File: src/sv/rmspm_pkg.sv
// Shared types and constants for the RMS and real power window meter.
// Used by rmspm_front, rmspm_fifo, rmspm_back and rms_and_power_window_meter.
package rmspm_pkg;

  localparam int SAMPLE_BITS   = 16;
  localparam int WLEN_BITS     = 11;
  localparam int MAX_WINDOW    = 1024;
  localparam int WLEN_RESET    = 64;
  localparam int SQ_BITS       = 2 * SAMPLE_BITS;
  localparam int SQ_SUM_BITS   = 41;
  localparam int PROD_SUM_BITS = 42;
  localparam int RMS_BITS      = 16;
  localparam int POWER_BITS    = 32;

  // Window queue between front and back
  localparam int QUEUE_DEPTH   = 2;
  localparam int QPTR_BITS     = 1;
  localparam int QCNT_BITS     = 2;

  // Iterative units in the back end
  localparam int DIV_BITS      = PROD_SUM_BITS;
  localparam int REM_BITS      = WLEN_BITS;
  localparam int SQRT_IN_BITS  = 2 * RMS_BITS;
  localparam int SQRT_ITERS    = RMS_BITS;
  localparam int SREM_BITS     = RMS_BITS + 4;
  localparam int STEP_BITS     = 6;

  // Finished window sums handed from front to back
  typedef struct packed {
    logic [SQ_SUM_BITS-1:0]   vsq;
    logic [SQ_SUM_BITS-1:0]   isq;
    logic [PROD_SUM_BITS-1:0] psum;
    logic [WLEN_BITS-1:0]     wlen;
  } win_sums_t;

  typedef enum logic [2:0] {
    ST_IDLE,
    ST_DIV_V,
    ST_DIV_I,
    ST_DIV_P,
    ST_SQRT_V,
    ST_SQRT_I,
    ST_DONE
  } back_state_t;

endpackage

File: src/sv/rmspm_front.sv
// Front end: window length register, sample accept, squaring and accumulation.
// Pushes finished window sums into rmspm_fifo. Depends on rmspm_pkg.
module rmspm_front (
  input  logic                             clk,
  input  logic                             rst,
  input  logic                             cfg_we,
  input  logic [rmspm_pkg::WLEN_BITS-1:0]  cfg_wdata,
  input  logic                             s_tvalid,
  output logic                             s_tready,
  input  logic [2*rmspm_pkg::SAMPLE_BITS-1:0] s_tdata,
  input  logic [rmspm_pkg::QCNT_BITS-1:0]  q_count,
  output logic                             push,
  output rmspm_pkg::win_sums_t             push_data
);
  import rmspm_pkg::*;

  logic [WLEN_BITS-1:0]     win_len;
  logic [WLEN_BITS-1:0]     n_eff;
  logic [WLEN_BITS-1:0]     count;
  logic                     is_last;
  logic                     enter;
  logic [QCNT_BITS:0]       reserved;
  logic signed [SAMPLE_BITS-1:0] v_in;
  logic signed [SAMPLE_BITS-1:0] i_in;
  logic signed [SQ_BITS-1:0]     vv_full;
  logic signed [SQ_BITS-1:0]     ii_full;
  logic signed [SQ_BITS-1:0]     vi_full;

  // product stage
  logic                     s1_valid;
  logic                     s1_last;
  logic [SQ_BITS-1:0]       s1_vv;
  logic [SQ_BITS-1:0]       s1_ii;
  logic [SQ_BITS-1:0]       s1_vi;

  // accumulators
  logic [SQ_SUM_BITS-1:0]   vsq;
  logic [SQ_SUM_BITS-1:0]   isq;
  logic [PROD_SUM_BITS-1:0] psum;
  logic [SQ_SUM_BITS-1:0]   vsq_next;
  logic [SQ_SUM_BITS-1:0]   isq_next;
  logic [PROD_SUM_BITS-1:0] psum_next;

  // effective window and end-of-window detect
  always_comb begin
    if (win_len > WLEN_BITS'(MAX_WINDOW)) begin
      n_eff = WLEN_BITS'(MAX_WINDOW);
    end else begin
      n_eff = win_len;
    end
    is_last  = (WLEN_BITS'(count + 1'b1) == n_eff);
    reserved = {1'b0, q_count} + {{QCNT_BITS{1'b0}}, s1_valid & s1_last};
  end

  // a closing word needs a free queue slot; other words always go in
  assign s_tready = (n_eff == '0) || !is_last || (reserved < (QCNT_BITS+1)'(QUEUE_DEPTH));
  assign enter    = s_tvalid && s_tready && (n_eff != '0);

  assign v_in    = s_tdata[SAMPLE_BITS-1:0];
  assign i_in    = s_tdata[2*SAMPLE_BITS-1:SAMPLE_BITS];
  assign vv_full = v_in * v_in;
  assign ii_full = i_in * i_in;
  assign vi_full = v_in * i_in;

  // config register and sample counter
  always_ff @(posedge clk) begin
    if (rst) begin
      win_len  <= WLEN_BITS'(WLEN_RESET);
      count    <= '0;
      s1_valid <= 1'b0;
    end else begin
      s1_valid <= enter;
      if (cfg_we) begin
        win_len <= cfg_wdata;
        count   <= '0;
      end else if (enter) begin
        count <= is_last ? '0 : WLEN_BITS'(count + 1'b1);
      end
    end
  end

  // product registers
  always_ff @(posedge clk) begin
    if (enter) begin
      s1_last <= is_last;
      s1_vv   <= vv_full;
      s1_ii   <= ii_full;
      s1_vi   <= vi_full;
    end
  end

  // accumulate
  always_comb begin
    vsq_next  = vsq + {{(SQ_SUM_BITS-SQ_BITS){1'b0}}, s1_vv};
    isq_next  = isq + {{(SQ_SUM_BITS-SQ_BITS){1'b0}}, s1_ii};
    psum_next = psum + {{(PROD_SUM_BITS-SQ_BITS){s1_vi[SQ_BITS-1]}}, s1_vi};
  end

  always_ff @(posedge clk) begin
    if (rst || cfg_we) begin
      vsq  <= '0;
      isq  <= '0;
      psum <= '0;
    end else if (s1_valid) begin
      if (s1_last) begin
        vsq  <= '0;
        isq  <= '0;
        psum <= '0;
      end else begin
        vsq  <= vsq_next;
        isq  <= isq_next;
        psum <= psum_next;
      end
    end
  end

  assign push           = s1_valid && s1_last;
  assign push_data.vsq  = vsq_next;
  assign push_data.isq  = isq_next;
  assign push_data.psum = psum_next;
  assign push_data.wlen = n_eff;

endmodule

File: src/sv/rmspm_fifo.sv
// Short queue of finished window sums between front and back end.
// Depends on rmspm_pkg.
module rmspm_fifo (
  input  logic                            clk,
  input  logic                            rst,
  input  logic                            push,
  input  rmspm_pkg::win_sums_t            push_data,
  input  logic                            pop,
  output rmspm_pkg::win_sums_t            head,
  output logic [rmspm_pkg::QCNT_BITS-1:0] count
);
  import rmspm_pkg::*;

  win_sums_t            mem [QUEUE_DEPTH];
  logic [QPTR_BITS-1:0] wr_ptr;
  logic [QPTR_BITS-1:0] rd_ptr;

  // storage
  always_ff @(posedge clk) begin
    if (push) begin
      mem[wr_ptr] <= push_data;
    end
  end

  // pointers and fill count
  always_ff @(posedge clk) begin
    if (rst) begin
      wr_ptr <= '0;
      rd_ptr <= '0;
      count  <= '0;
    end else begin
      if (push) begin
        wr_ptr <= wr_ptr + 1'b1;
      end
      if (pop) begin
        rd_ptr <= rd_ptr + 1'b1;
      end
      case ({push, pop})
        2'b10:   count <= count + 1'b1;
        2'b01:   count <= count - 1'b1;
        default: count <= count;
      endcase
    end
  end

  assign head = mem[rd_ptr];

endmodule

File: src/sv/rmspm_back.sv
// Back end: shared restoring divider and shared bit-pair square root unit,
// sequenced per window, with an output register. Depends on rmspm_pkg.
module rmspm_back (
  input  logic                             clk,
  input  logic                             rst,
  input  logic [rmspm_pkg::QCNT_BITS-1:0]  q_count,
  input  rmspm_pkg::win_sums_t             head,
  output logic                             pop,
  output logic                             m_tvalid,
  input  logic                             m_tready,
  output logic [rmspm_pkg::RMS_BITS-1:0]   voltage_rms,
  output logic [rmspm_pkg::RMS_BITS-1:0]   current_rms,
  output logic [rmspm_pkg::POWER_BITS-1:0] real_power
);
  import rmspm_pkg::*;

  back_state_t state;
  back_state_t state_next;

  logic [STEP_BITS-1:0]     step;
  logic                     div_last;
  logic                     sqrt_last;
  logic                     out_free;

  // held window
  logic [WLEN_BITS-1:0]     n;
  logic [SQ_SUM_BITS-1:0]   isq_hold;
  logic [PROD_SUM_BITS-1:0] pmag;
  logic                     pneg;
  logic [PROD_SUM_BITS-1:0] head_mag;

  // divider
  logic [DIV_BITS-1:0]      dq;
  logic [REM_BITS-1:0]      rem;
  logic [REM_BITS:0]        rem_sh;
  logic                     div_ge;
  logic [REM_BITS:0]        rem_sub;
  logic [REM_BITS-1:0]      rem_step;
  logic [DIV_BITS-1:0]      dq_step;

  // square root
  logic [SQRT_IN_BITS-1:0]  sx;
  logic [SREM_BITS-1:0]     srem;
  logic [RMS_BITS-1:0]      root;
  logic [SREM_BITS-1:0]     srem_sh;
  logic [SREM_BITS-1:0]     trial;
  logic                     sq_ge;
  logic [SREM_BITS-1:0]     srem_step;
  logic [RMS_BITS-1:0]      root_step;

  // results
  logic [SQRT_IN_BITS-1:0]  qv;
  logic [SQRT_IN_BITS-1:0]  qi;
  logic [RMS_BITS-1:0]      vrms;
  logic [RMS_BITS-1:0]      irms;
  logic [POWER_BITS-1:0]    power;

  // one divider step: shift in a dividend bit, subtract if it fits
  always_comb begin
    rem_sh   = {rem, dq[DIV_BITS-1]};
    div_ge   = (rem_sh >= {1'b0, n});
    rem_sub  = rem_sh - {1'b0, n};
    rem_step = div_ge ? rem_sub[REM_BITS-1:0] : rem_sh[REM_BITS-1:0];
    dq_step  = {dq[DIV_BITS-2:0], div_ge};
  end

  // one square root step: two radicand bits per step
  always_comb begin
    srem_sh   = {srem[SREM_BITS-3:0], sx[SQRT_IN_BITS-1 -: 2]};
    trial     = {2'b00, root, 2'b01};
    sq_ge     = (srem_sh >= trial);
    srem_step = sq_ge ? (srem_sh - trial) : srem_sh;
    root_step = {root[RMS_BITS-2:0], sq_ge};
  end

  assign head_mag  = head.psum[PROD_SUM_BITS-1] ? (~head.psum + 1'b1) : head.psum;
  assign div_last  = (step == STEP_BITS'(DIV_BITS - 1));
  assign sqrt_last = (step == STEP_BITS'(SQRT_ITERS - 1));
  assign out_free  = !m_tvalid || m_tready;

  // state register
  always_ff @(posedge clk) begin
    if (rst) begin
      state <= ST_IDLE;
    end else begin
      state <= state_next;
    end
  end

  // sequencer
  always_comb begin
    state_next = state;
    pop        = 1'b0;
    unique case (state)
      ST_IDLE: begin
        if (q_count != '0) begin
          pop        = 1'b1;
          state_next = ST_DIV_V;
        end
      end
      ST_DIV_V:  if (div_last) state_next = ST_DIV_I;
      ST_DIV_I:  if (div_last) state_next = ST_DIV_P;
      ST_DIV_P:  if (div_last) state_next = ST_SQRT_V;
      ST_SQRT_V: if (sqrt_last) state_next = ST_SQRT_I;
      ST_SQRT_I: if (sqrt_last) state_next = ST_DONE;
      ST_DONE:   if (out_free) state_next = ST_IDLE;
      default:   state_next = ST_IDLE;
    endcase
  end

  // step counter
  always_ff @(posedge clk) begin
    if (rst) begin
      step <= '0;
    end else if ((state == ST_IDLE) || (div_last && (state == ST_DIV_V || state == ST_DIV_I ||
               state == ST_DIV_P)) || (sqrt_last && (state == ST_SQRT_V ||
               state == ST_SQRT_I))) begin
      step <= '0;
    end else begin
      step <= step + 1'b1;
    end
  end

  // datapath
  always_ff @(posedge clk) begin
    case (state)
      ST_IDLE: begin
        if (pop) begin
          n        <= head.wlen;
          isq_hold <= head.isq;
          pmag     <= head_mag;
          pneg     <= head.psum[PROD_SUM_BITS-1];
          dq       <= {1'b0, head.vsq};
          rem      <= '0;
        end
      end
      ST_DIV_V: begin
        dq  <= dq_step;
        rem <= rem_step;
        if (div_last) begin
          qv  <= dq_step[SQRT_IN_BITS-1:0];
          dq  <= {1'b0, isq_hold};
          rem <= '0;
        end
      end
      ST_DIV_I: begin
        dq  <= dq_step;
        rem <= rem_step;
        if (div_last) begin
          qi  <= dq_step[SQRT_IN_BITS-1:0];
          dq  <= pmag;
          rem <= '0;
        end
      end
      ST_DIV_P: begin
        dq  <= dq_step;
        rem <= rem_step;
        if (div_last) begin
          power <= pneg ? (~dq_step[POWER_BITS-1:0] + 1'b1) : dq_step[POWER_BITS-1:0];
          sx    <= qv;
          srem  <= '0;
          root  <= '0;
        end
      end
      ST_SQRT_V: begin
        sx   <= {sx[SQRT_IN_BITS-3:0], 2'b00};
        srem <= srem_step;
        root <= root_step;
        if (sqrt_last) begin
          vrms <= root_step;
          sx   <= qi;
          srem <= '0;
          root <= '0;
        end
      end
      ST_SQRT_I: begin
        sx   <= {sx[SQRT_IN_BITS-3:0], 2'b00};
        srem <= srem_step;
        root <= root_step;
        if (sqrt_last) begin
          irms <= root_step;
        end
      end
      default: begin
      end
    endcase
  end

  // output register
  always_ff @(posedge clk) begin
    if (rst) begin
      m_tvalid <= 1'b0;
    end else if (state == ST_DONE && out_free) begin
      m_tvalid <= 1'b1;
    end else if (m_tready) begin
      m_tvalid <= 1'b0;
    end
  end

  always_ff @(posedge clk) begin
    if (state == ST_DONE && out_free) begin
      voltage_rms <= vrms;
      current_rms <= irms;
      real_power  <= power;
    end
  end

endmodule

File: src/sv/rms_and_power_window_meter.sv
// Top level of the RMS and real power window meter.
// Instantiates rmspm_front, rmspm_fifo and rmspm_back; depends on rmspm_pkg.
//
//  channel  dir  handshake          word
//  s_*      in   s_tvalid/s_tready  voltage_sample, current_sample
//  m_*      out  m_tvalid/m_tready  voltage_rms, current_rms, real_power
//  cfg_*    in   cfg_we             window_length
//
// Samples are taken one per cycle; the closing sample of a window waits only
// when both queue slots hold unfinished windows.
// Each window then passes through the back end in turn: the shared one-bit-per-cycle divider
// forms the three means, then the two-bit-per-cycle root unit takes the two roots.
// A finished result sits in the output register while the next window runs.
// rst (synchronous) sets window_length to 64 and clears sums, queue and output.
module rms_and_power_window_meter (
  input  logic        clk,
  input  logic        rst,
  input  logic        cfg_we,
  input  logic [10:0] cfg_wdata,   // window_length
  input  logic        s_tvalid,
  output logic        s_tready,
  input  logic [31:0] s_tdata,     // [15:0] voltage_sample, [31:16] current_sample
  output logic        m_tvalid,
  input  logic        m_tready,
  output logic [63:0] m_tdata      // [15:0] voltage_rms, [31:16] current_rms,
                                   // [63:32] real_power
);
  import rmspm_pkg::*;

  logic                  push;
  logic                  pop;
  win_sums_t             push_data;
  win_sums_t             head;
  logic [QCNT_BITS-1:0]  q_count;
  logic [RMS_BITS-1:0]   voltage_rms;
  logic [RMS_BITS-1:0]   current_rms;
  logic [POWER_BITS-1:0] real_power;

  rmspm_front u_front (
    .clk       (clk),
    .rst       (rst),
    .cfg_we    (cfg_we),
    .cfg_wdata (cfg_wdata),
    .s_tvalid  (s_tvalid),
    .s_tready  (s_tready),
    .s_tdata   (s_tdata),
    .q_count   (q_count),
    .push      (push),
    .push_data (push_data)
  );

  rmspm_fifo u_fifo (
    .clk       (clk),
    .rst       (rst),
    .push      (push),
    .push_data (push_data),
    .pop       (pop),
    .head      (head),
    .count     (q_count)
  );

  rmspm_back u_back (
    .clk         (clk),
    .rst         (rst),
    .q_count     (q_count),
    .head        (head),
    .pop         (pop),
    .m_tvalid    (m_tvalid),
    .m_tready    (m_tready),
    .voltage_rms (voltage_rms),
    .current_rms (current_rms),
    .real_power  (real_power)
  );

  assign m_tdata = {real_power, current_rms, voltage_rms};

`ifndef NO_ASSERTIONS
  // a closing window never finds the queue full
  a_push_has_room: assert property (@(posedge clk) disable iff (rst)
    push |-> (q_count < QCNT_BITS'(QUEUE_DEPTH)))
    else $error("window pushed into full queue");

  // back end only takes a window that is there
  a_pop_not_empty: assert property (@(posedge clk) disable iff (rst)
    pop |-> (q_count != '0))
    else $error("window popped from empty queue");

  // a pop always frees a slot in the next cycle unless a push refills it
  a_pop_count: assert property (@(posedge clk) disable iff (rst)
    (pop && !push) |=> (q_count == $past(q_count) - 1'b1))
    else $error("queue count did not drop after pop");
`endif

endmodule

File: config.mk
export PLATFORM = sky130hd
export DESIGN_NAME = rms_and_power_window_meter
export DESIGN_NICKNAME = d
export VERILOG_FILES = /design/src/sv/rmspm_pkg.sv /design/src/sv/rmspm_front.sv /design/src/sv/rmspm_fifo.sv /design/src/sv/rmspm_back.sv /design/src/sv/rms_and_power_window_meter.sv
export SDC_FILE = /design/constraint.sdc
export NUM_CORES = 2
export LEC_CHECK = 0
export BUFFER_PORTS_ARGS = -buffer_cell sky130_fd_sc_hd__buf_2
export CAP_MARGIN = 20
export CORE_ASPECT_RATIO = 0.75
export CORE_UTILIZATION = 60
export CTS_CLUSTER_DIAMETER = 80
export CTS_CLUSTER_SIZE = 40
export DETAILED_ROUTE_END_ITERATION = 8
export GPL_TIMING_DRIVEN = 0
export HOLD_SLACK_MARGIN = 0.12
export PLACE_DENSITY = 0.83
export SYNTH_ARGS = -nofsm -noshare
export SYNTH_HDL_FRONTEND = slang
export SYNTH_HIERARCHICAL = 1
export SYNTH_SLANG_ARGS = --single-unit
File: constraint.sdc
create_clock -name clk -period 14.75 [get_ports clk]
set_input_delay 4.425 -clock clk [delete_from_list [all_inputs] [get_ports clk]]
set_output_delay 4.425 -clock clk [all_outputs]
set_load 0.005 [all_outputs]
==> reports/metrics.cfg <==
[cells_and_area]
nets=7557
num-fill-cells=8573
final_common_cell=inv_1
layout_common_cells=inv_1 (1,011), edfxtp_1 (771), fa_1 (731)
layout-drive-gt1-share=0.0657
syn2layout_area_growth_pct=5.63
design_area_um2=73200
multi_input_area_um2=38100
regArea_um2=26400

[logic_synthesis]
async_flop_share=0
synth_edf_count=771
syn_area_per_cell_um2=11.2
netlist_area_um2=69300
synth.top_cell.area_share=0.334
yosysUniqueCellTypes=111
synth_flop_cell=edfxtp_1
syn-num-nets=7389
synth-seq-cells=933
synth_seq_area_share=0.381
ys_warn_count=6
syn_inst=6203
synth_top_area_cell=edfxtp_1
ys_top_cells_by_area=edfxtp_1 (33%), fa_1 (21%), ha_1 (7.4%), inv_1 (5.5%), dfxtp_1 (4.7%)

[detailed_routing]
wl_met1_um=74000
drc=0
wl_met3_um=24900
drt_first_pass_iters=9
highest_layer=met5
wirelength_um=184000
wl_met2_um=79400
routedWlPerCell_um=23.3
dr_total_vias=48125
viasPerCell=6.07
ant_nets=0
drtIter0Drc=6081

[die]
initial_core_util=0.607
row_count=107
die_area_um2=117000
fp.coreArea_um2=114000
io_pins=114
die_h_um=296
fp.dieW_um=394

[clock_tree]
clk_path_buf_depth=3
clk_latency_ns=0.69
post_cts_buffers=0
cts_sinks=933
cts_resized=0
clk_pin_slew_worst_paths_ns=0.13
cts_tree=built
clockRootBuffer=clkbuf_16
postCtsHoldBufs=0
cts_htree_levels=1
numCtsBuffers=29

[global_routing]
antenna_found_initial=18
grt_usage=0.316
grt_max_degree=67
grt-ovfl-total=0
grt_pass1_vias=48179
grt_pass1_wl_um=281000

[timing]
setup_violations=0
final.setup_skew_ns=0.0370
tightest_slew_ns=1.29
relSlewSlack=0.143
rsz0062_at_grt=false
slew_violations=0
finalHoldViolCount=0
min_period_ns=12.43
max_freq_ghz=0.0805
finalCritPeriodShare=0.843

[critical_path]
rr_startpoint=u_back/dq[41]$_DFFE_PP_
path_delay_family=adder cells
endpoint_kind=flip-flop
max_stage_delay_ns=0.89
crit_required_ns=15.16
cp-start-kind=input pin
critical_path_arrival_ns=12.84
startpoint=s_tdata[15]
slowest_stage=fa_1
cp_num_buf_inv=7
timing.critical_path.mode_cell=fa_1
worst-r2r-setup-slack_ns=9.25
worstPathCellList=buf_2 -> inv_1 -> clkbuf_1 -> buf_1 -> nor2_1 -> fa_1 -> fa_1 -> fa_1 -> fa_1 -> fa_1 -> inv_1 -> fa_1 -> inv_1 -> ha_1 -> clkbuf_1 -> nand3_1 -> or3_1 -> o21bai_1 -> a2111o_1 -> a21o_1 -> a21oi_1 -> xnor2_1
path_class=input pin to flip-flop
crit_path_max_fanout=10

[run]
max_cap_violations=0

[placement]
place_area_um2=72200
place.gp.congestion=0.997
dp.final_hpwl_um=147000
io_buffers=106

[status]
status=complete, no violations

[worst_hold_path]
hold_path_class=flip-flop to flip-flop
min_from=u_back/vrms[8]$_DFFE_PP_

## Yosys cell counts, types with 30 or more instances
| master | number |
|---|---|
| xor2_1 | 89 |
| fa_1 | 731 |
| clkbuf_1 | 208 |
| nand3_1 | 50 |
| a21oi_1 | 224 |
| edfxtp_1 | 771 |
| a221oi_1 | 32 |
| a21o_1 | 111 |
| a31oi_1 | 33 |
| and2_1 | 187 |
| mux2_2 | 86 |
| o21bai_1 | 53 |
| nor3_1 | 30 |
| nor2b_1 | 40 |
| o31ai_1 | 33 |
| dfxtp_1 | 162 |
| inv_1 | 1011 |
| xnor2_1 | 262 |
| a22oi_1 | 61 |
| a222oi_1 | 40 |
| o21ai_0 | 110 |
| mux2_4 | 50 |
| nand2_1 | 496 |
| nand2b_1 | 31 |
| nor2_1 | 406 |
| ha_1 | 407 |
| a22o_1 | 46 |
| o21ai_1 | 30 |
## state kept, by name, indices dropped and copies added, names as in the netlist, 41 cells and up, named ones only
| signal | flops |
|---|---|
| u_fifo/mem | 270 |
| u_back/dq | 42 |
| u_back/pmag | 42 |
| u_front/psum | 42 |
| u_back/isq_hold | 41 |
| u_front/isq | 41 |
| u_front/vsq | 41 |
## per-layer routing
| metal | vias to the layer above | global-route usage |
|---|---|---|
| met5 | - | 0.00690 |
| met4 | 24 | 0.0889 |
| met3 | 384 | 0.0983 |
| met2 | 2828 | 0.474 |
| met1 | 23847 | 0.445 |
| li1 | 21042 | - |
## final timing paths
kind,to,cells after the start
worst max-delay path,u_front/s1_vi[31]$_DFFE_PP_,22
worst min-delay path,u_back/voltage_rms[8]$_DFFE_PP_,0
worst max register to register,u_back/power[28]$_DFFE_PP_,17
worst min register to register,u_back/voltage_rms[8]$_DFFE_PP_,0
## cells by family (layout without fill, tap and decap cells)
kind of cell	Yosys count	after routing	synth area share
compound gates	955	955	0.0961
xor+xnor	352	352	0.0447
fa+ha+maj	1139	1139	0.285
buf+inv	1258	1449	0.0693
flops	933	933	0.381
mux	163	163	0.0287
other cells	0	5	0
simple gates	1403	1403	0.0953
## stage by stage
step           utilization  hold slack (ns)  cells  worst slack, ns  setup TNS [ns]
3_3_place_gp         0.629            0.402   7835            -1.58          -24.77
3_5_place_dp         0.633            0.405   7864             2.15               0
4_1_cts              0.641            0.423   7918             2.86               0
2_1_floorplan            -            0.400   6203             2.93               0
6_report             0.642            0.434   7925             2.32               0
5_1_grt              0.641            0.438   7920             2.33               0
## final cells by class
cell class	count	area share
repair buffers	137	0.0135
diodes	5	0.000171
plain buffers	238	0.0133
inverters	1020	0.0523
clock inverters	12	0.00219
well taps	1526	0.0261
multi-input cells	4012	0.521
clock buffers	42	0.0106
flip-flops and latches	933	0.361
Power is left out: the tool's default activity adds up to more than one toggle a clock period on the data nets, which glitch-free logic cannot reach.
